$ cat config.mk
export PLATFORM = sky130hd
export DESIGN_NAME = ppcc_div_cell
export DESIGN_NICKNAME = d
export VERILOG_FILES = /design/src/hdl/ppcc_pkg.sv /design/src/hdl/ppcc_div_cell.sv
export SDC_FILE = /design/constraint.sdc
export NUM_CORES = 1
export LEC_CHECK = 0
export BUFFER_PORTS_ARGS = -buffer_cell sky130_fd_sc_hd__buf_2
export CAP_MARGIN = 20
export CORE_AREA = 2 2 140 142
export CTS_CLUSTER_DIAMETER = 200
export CTS_CLUSTER_SIZE = 30
export DETAILED_ROUTE_END_ITERATION = 12
export DIE_AREA = 0 0 142 144
export SLEW_MARGIN = 20
export SYNTH_ARGS = -nofsm -noshare
export SYNTH_HDL_FRONTEND = slang
export SYNTH_SLANG_ARGS = --single-unit
$ cat constraint.sdc
create_clock -name i_clk -period 4.3 [get_ports i_clk]
set_input_delay 0.86 -clock i_clk [delete_from_list [all_inputs] [get_ports i_clk]]
set_output_delay 0.86 -clock i_clk [all_outputs]
set_load 0.05 [all_outputs]
$ cat src/hdl/ppcc_pkg.sv
`timescale 1ns / 1ps
`default_nettype none
// ----------------------------------------------------------------------------
// ppcc_pkg
// Shared types and constants of the PWM prescale and compare calculator.
// ----------------------------------------------------------------------------
package ppcc_pkg;

    localparam int MAX_PRESCALE = 7;
    localparam int COUNT_BITS   = 16;
    localparam int DIV_BITS     = 32;
    localparam int PRES_BITS    = 3;
    localparam int NUM_PRES     = MAX_PRESCALE + 1;

    localparam logic [1:0] ST_OK       = 2'd0;
    localparam logic [1:0] ST_FREQ_LOW = 2'd1;
    localparam logic [1:0] ST_TOL      = 2'd2;
    localparam logic [1:0] ST_DUTY     = 2'd3;

    localparam logic [1:0] REG_CLOCK_HZ  = 2'd0;
    localparam logic [1:0] REG_TOLERANCE = 2'd1;

    localparam logic [31:0] CLOCK_RESET = 32'd150000000;
    localparam logic [16:0] TOL_RESET   = 17'd655;

    localparam logic [13:0] DUTY_FULL = 14'd10000;
    localparam logic [13:0] DUTY_HALF = 14'd5000;
    localparam logic [30:0] DUTY_RECIP = 31'd1759218604;
    localparam int          RECIP_SHIFT = 44;

    typedef struct packed {
        logic                valid;
        logic [DIV_BITS-1:0] freq;
        logic [13:0]         duty;
        logic [DIV_BITS-1:0] num;
        logic [DIV_BITS-1:0] quo;
        logic [DIV_BITS-1:0] rem;
    } t_div;

endpackage
`default_nettype wire

$ cat src/hdl/ppcc_div_cell.sv
`timescale 1ns / 1ps
`default_nettype none
// ----------------------------------------------------------------------------
// ppcc_div_cell
// One restoring division cell: develops one quotient bit per word.
// ----------------------------------------------------------------------------
module ppcc_div_cell (
    input  wire logic          i_clk,
    input  wire logic          i_rst_n,
    input  wire logic          i_en,
    input  wire ppcc_pkg::t_div i_word,
    output      ppcc_pkg::t_div o_word
);
    import ppcc_pkg::*;

    t_div                r_word;
    t_div                n_word;
    logic [DIV_BITS:0]   w_trial;
    logic                w_ge;
    logic [DIV_BITS:0]   w_diff;

    always_comb begin
        w_trial = {i_word.rem, i_word.num[DIV_BITS-1]};
        w_ge    = w_trial >= {1'b0, i_word.freq};
        w_diff  = w_trial - {1'b0, i_word.freq};
        n_word       = i_word;
        n_word.num   = {i_word.num[DIV_BITS-2:0], 1'b0};
        n_word.quo   = {i_word.quo[DIV_BITS-2:0], w_ge};
        n_word.rem   = w_ge ? w_diff[DIV_BITS-1:0] : w_trial[DIV_BITS-1:0];
    end

    always_ff @(posedge i_clk) begin
        if (!i_rst_n) begin
            r_word.valid <= 1'b0;
        end else if (i_en) begin
            r_word.valid <= n_word.valid;
        end
        if (i_en) begin
            r_word.freq <= n_word.freq;
            r_word.duty <= n_word.duty;
            r_word.num  <= n_word.num;
            r_word.quo  <= n_word.quo;
            r_word.rem  <= n_word.rem;
        end
    end

    assign o_word = r_word;

endmodule
`default_nettype wire

==> results.sh <==
export IMPL_wl_per_cell_um=17.5
export IMPL_detail_route_first_pass_iterations=4
export IMPL_grt_pass1_vias=4628
export IMPL_critical_path_max_stage_delay_ps=400
export IMPL_final_cells=1039
export IMPL_tns_ps=0
export IMPL_ys_seq_elements=142
export IMPL_synthesis_nets=668
export IMPL_fmax_mhz=275
export IMPL_timing_hold_worst_class="reg2reg"
export IMPL_routed_antenna_nets=0
export IMPL_place_inst=1005
export IMPL_sum_of_buffers_and_inverters_on_the_critical_path=3
export IMPL_total_via_count_after_detailed_routing=4978
export IMPL_dieArea_um2=20400
export IMPL_path_delay_family="compound AO/OA/AOI/OAI gates"
export IMPL_cts_tree="done"
export IMPL_worst_path_max_delay_cell="sky130_fd_sc_hd__fa_1"
export IMPL_synth_edf_count=141
export IMPL_cp_start_kind="input port"
export IMPL_hpwl_um=13900
export IMPL_quantity_of_i_o_buffers_inserted_on_ports=286
export IMPL_worst_slew_pin_slew_ps=869
export IMPL_post_synthesis_cells=489
export IMPL_synthDistinctLibCells=49
export IMPL_syn_mean_instance_area_um2=13.3
export IMPL_critical_path_class="in2reg"
export IMPL_power_ir_vdd_worst_uv=258
export IMPL_outcome="finished, final reports clean"
export IMPL_grt_antenna_before_repair=4
export IMPL_clock_insertion_delay_worst_skew_ps=410
export IMPL_synth_compound_area_share_pct=11.3
export IMPL_post_synth_and_or_nand_nor_area_fraction_pct=7.08
export IMPL_timing_final_crit_period_ps=3630
export IMPL_worstPathRequired_ps=4470
export IMPL_largest_family_of_logic_cells_by_synthesized_area="compound AO/OA/AOI/OAI gates"
export IMPL_worst_endpoint_data_arrival_time_ps=3800
export IMPL_floorplan_core_area_um2=19100
export IMPL_cts_hold_buf=0
export IMPL_async_reset_ff_share_pct=0
export IMPL_all_layer_global_routing_usage_pct=17.1
export IMPL_first_iter_violations=241
export IMPL_maxSlewHeadroom_pct=42.1
export IMPL_grt_overflow=0
export IMPL_finalNetCount=965
export IMPL_powerDensity_nw_per_um2=483
export IMPL_largest_net_degree_at_the_start_of_global_routing=92
export IMPL_cts_setup_buffers=0
export IMPL_timing_critical_path_to_type="flop"
export IMPL_rsz_0062_raised_after_global_routing="false"
export IMPL_wirelength_um=18200
export IMPL_first_pass_grt_wire_length_um=26000
export IMPL_timing_max_transition_violations_final=0
export IMPL_vias_per_cell=4.79
export IMPL_number_of_flip_flops_in_the_largest_register=142
export IMPL_post_cts_resized_instances=0
export IMPL_synthXorXnorAreaFrac_pct=3.64
export IMPL_h_tree_depth=4
export IMPL_clkSinkCount=142
export IMPL_post_route_cells_drive_above_1_share_pct=42.3
export IMPL_layout_worst_path_cycle_share_pct=84.4
export IMPL_die_height_um=144
export IMPL_final_count_of_negative_setup_slack_endpoints=0
export IMPL_final_setup_skew_ps=0
export IMPL_placementRows=51
export IMPL_start_util_pct=34.0
export IMPL_io_pins=289
export IMPL_tritoncts_num_buffers=17
export IMPL_critPathMaxFanout=2
export IMPL_multiplexer_share_of_the_synthesized_area_pct=2.20
export IMPL_synthAdderAreaFrac_pct=6.48
export IMPL_hold_violations=0
export IMPL_dominantRegCellSynth="sky130_fd_sc_hd__edfxtp_1"
export IMPL_worst_setup_hold_path_clk_slew_ps=60
export IMPL_synthesis_yosys_warnings=0
export IMPL_clock_root_buffer="sky130_fd_sc_hd__clkbuf_16"
export IMPL_synth_seq_area_share_pct=65.6
export IMPL_summed_instance_area_of_the_synthesized_netlist_um2=6490
export IMPL_layout_filler_cells=1806
export IMPL_critical_path_cell_chain="buf_2 > inv_1 > ha_1 > fa_1 > nand2b_1 > a21oi_1 > o21ai_0 > o311a_1 > a31oi_1 > a21oi_1 > buf_4 > o21ai_0 > xor2_1 > mux2_1"
export IMPL_routabilityCongestion=0.785
export IMPL_max_cap_violations=0
export IMPL_cts_path_max_buffers=2
export IMPL_syn_to_final_growth_pct=35.8
export IMPL_chipWidth_um=142
export IMPL_leakage_nw=3.90
export IMPL_route_detailed_drc=0
metrics by stage:
stage / instance area [um^2] / utilization (%) / setup slack [ps] / hold slack [ps] / power (mW)
finish: 8810 / 46.2 / 669 / 524 / 4.26
CTS: 8800 / 46.1 / 715 / 530 / 4.31
floorplan: 6490 / - / 669 / 743 / 2.52
global placement: 8230 / 43.1 / 286 / 496 / 2.83
global route: 8800 / 46.1 / 604 / 585 / 4.43
detailed placement: 8230 / 43.1 / 289 / 514 / 2.84
power breakdown:
group | switching, mW | leakage [nW] | internal [mW]
clock | 0.633 | 0.274 | 0.819
sequential | 0.0290 | 1.39 | 1.68
combinational | 0.796 | 2.24 | 0.296
total | 1.46 | 3.90 | 2.80
cell usage after synthesis (5+ instances only):
cell type,instances,area (um^2)
sky130_fd_sc_hd__edfxtp_1,141,4230
sky130_fd_sc_hd__a21oi_1,54,270
sky130_fd_sc_hd__inv_1,38,143
sky130_fd_sc_hd__nor2_1,36,135
sky130_fd_sc_hd__ha_1,32,400
sky130_fd_sc_hd__nand2_1,27,101
sky130_fd_sc_hd__o21ai_0,16,80.1
sky130_fd_sc_hd__xnor2_1,16,140
sky130_fd_sc_hd__a21o_1,12,90.1
sky130_fd_sc_hd__xor2_1,11,96.3
sky130_fd_sc_hd__buf_2,8,40.0
sky130_fd_sc_hd__nand3_1,8,40.0
sky130_fd_sc_hd__nand4_1,7,43.8
sky130_fd_sc_hd__mux2_2,6,67.6
sky130_fd_sc_hd__o21a_1,6,45.0
sky130_fd_sc_hd__a31oi_1,5,31.3
sky130_fd_sc_hd__clkbuf_1,5,18.8
final cells by class:
cell class / instances / area [um^2] / share of cell area (%)
sequential: 142 / 4250 / 48.3
multi-input combinational: 291 / 2000 / 22.7
tap: 238 / 298 / 3.38
clock buffer: 18 / 429 / 4.87
clock inverter: 14 / 145 / 1.65
timing repair buffer: 296 / 1540 / 17.5
antenna: 2 / 5.00 / 0.0568
inverter: 38 / 143 / 1.62
worst reg2reg max path, cell delays in order, from the launching register on:
cell,delay (ps)
sky130_fd_sc_hd__dfxtp_1,310
sky130_fd_sc_hd__mux2i_1,120
sky130_fd_sc_hd__nor2b_1,60
placed cells by master (no fill, tap or decap), types with 2 or more instances in the layout:
cell type	netlist	final
sky130_fd_sc_hd__xor2_1	11	11
sky130_fd_sc_hd__o21a_1	6	6
sky130_fd_sc_hd__edfxtp_1	141	141
sky130_fd_sc_hd__a2bb2oi_1	2	2
sky130_fd_sc_hd__o22ai_1	2	2
sky130_fd_sc_hd__o41ai_1	2	2
sky130_fd_sc_hd__a21oi_1	54	54
sky130_fd_sc_hd__nor2_1	36	36
sky130_fd_sc_hd__diode_2	0	2
sky130_fd_sc_hd__mux2_1	4	4
sky130_fd_sc_hd__nand4_1	7	7
sky130_fd_sc_hd__inv_8	0	2
sky130_fd_sc_hd__ha_1	32	32
sky130_fd_sc_hd__a31oi_1	5	5
sky130_fd_sc_hd__nor4_1	4	4
sky130_fd_sc_hd__a211oi_1	3	3
sky130_fd_sc_hd__o211ai_1	4	4
sky130_fd_sc_hd__nor3_1	2	2
sky130_fd_sc_hd__nand3_1	8	8
sky130_fd_sc_hd__inv_6	0	8
sky130_fd_sc_hd__nand2b_1	4	4
sky130_fd_sc_hd__mux2i_1	3	3
sky130_fd_sc_hd__a21o_1	12	12
sky130_fd_sc_hd__and4_1	2	2
sky130_fd_sc_hd__xnor2_1	16	16
sky130_fd_sc_hd__buf_4	4	8
sky130_fd_sc_hd__o21ai_0	16	16
sky130_fd_sc_hd__clkbuf_16	0	17
sky130_fd_sc_hd__buf_2	8	285
sky130_fd_sc_hd__nor2b_1	3	3
sky130_fd_sc_hd__a211o_1	2	2
sky130_fd_sc_hd__buf_12	0	2
sky130_fd_sc_hd__inv_1	38	38
sky130_fd_sc_hd__clkinvlp_4	0	3
sky130_fd_sc_hd__nand2_1	27	27
sky130_fd_sc_hd__mux2_2	6	6
sky130_fd_sc_hd__o21bai_1	3	3
metal layers:
layer / track usage (%) / vias to the layer above / part of all wire, %
met4: 6.32 / 6 / 2.1
met2: 28.7 / 190 / 49
met5: 0 / - / 0.50
met1: 20.1 / 2345 / 40
met3: 6.32 / 23 / 8.2
li1: - / 2414 / -
cells by family (layout without fill, tap and decap cells):
| group | count (synthesis) | count (layout) |
|---|---|---|
| AOI/OAI and AO/OA | 118 | 118 |
| xor gates and xnor gates | 27 | 27 |
| adders and majority gates | 33 | 33 |
| buffers and inverters | 56 | 366 |
| DFF | 142 | 142 |
| muxes | 13 | 13 |
| other | 1 | 3 |
| and+or+nand+nor | 99 | 99 |
worst paths after layout:
path,startpoint,end,slack (ps),cells after the start
setup / recovery,i_word[95],o_word[26],670,14
hold / removal,o_word[142],o_word[142],520,2
setup reg to reg,o_word[142],o_word[142],3710,2
hold reg to reg,o_word[142],o_word[142],520,2
Power figures use the tool's default switching activity.
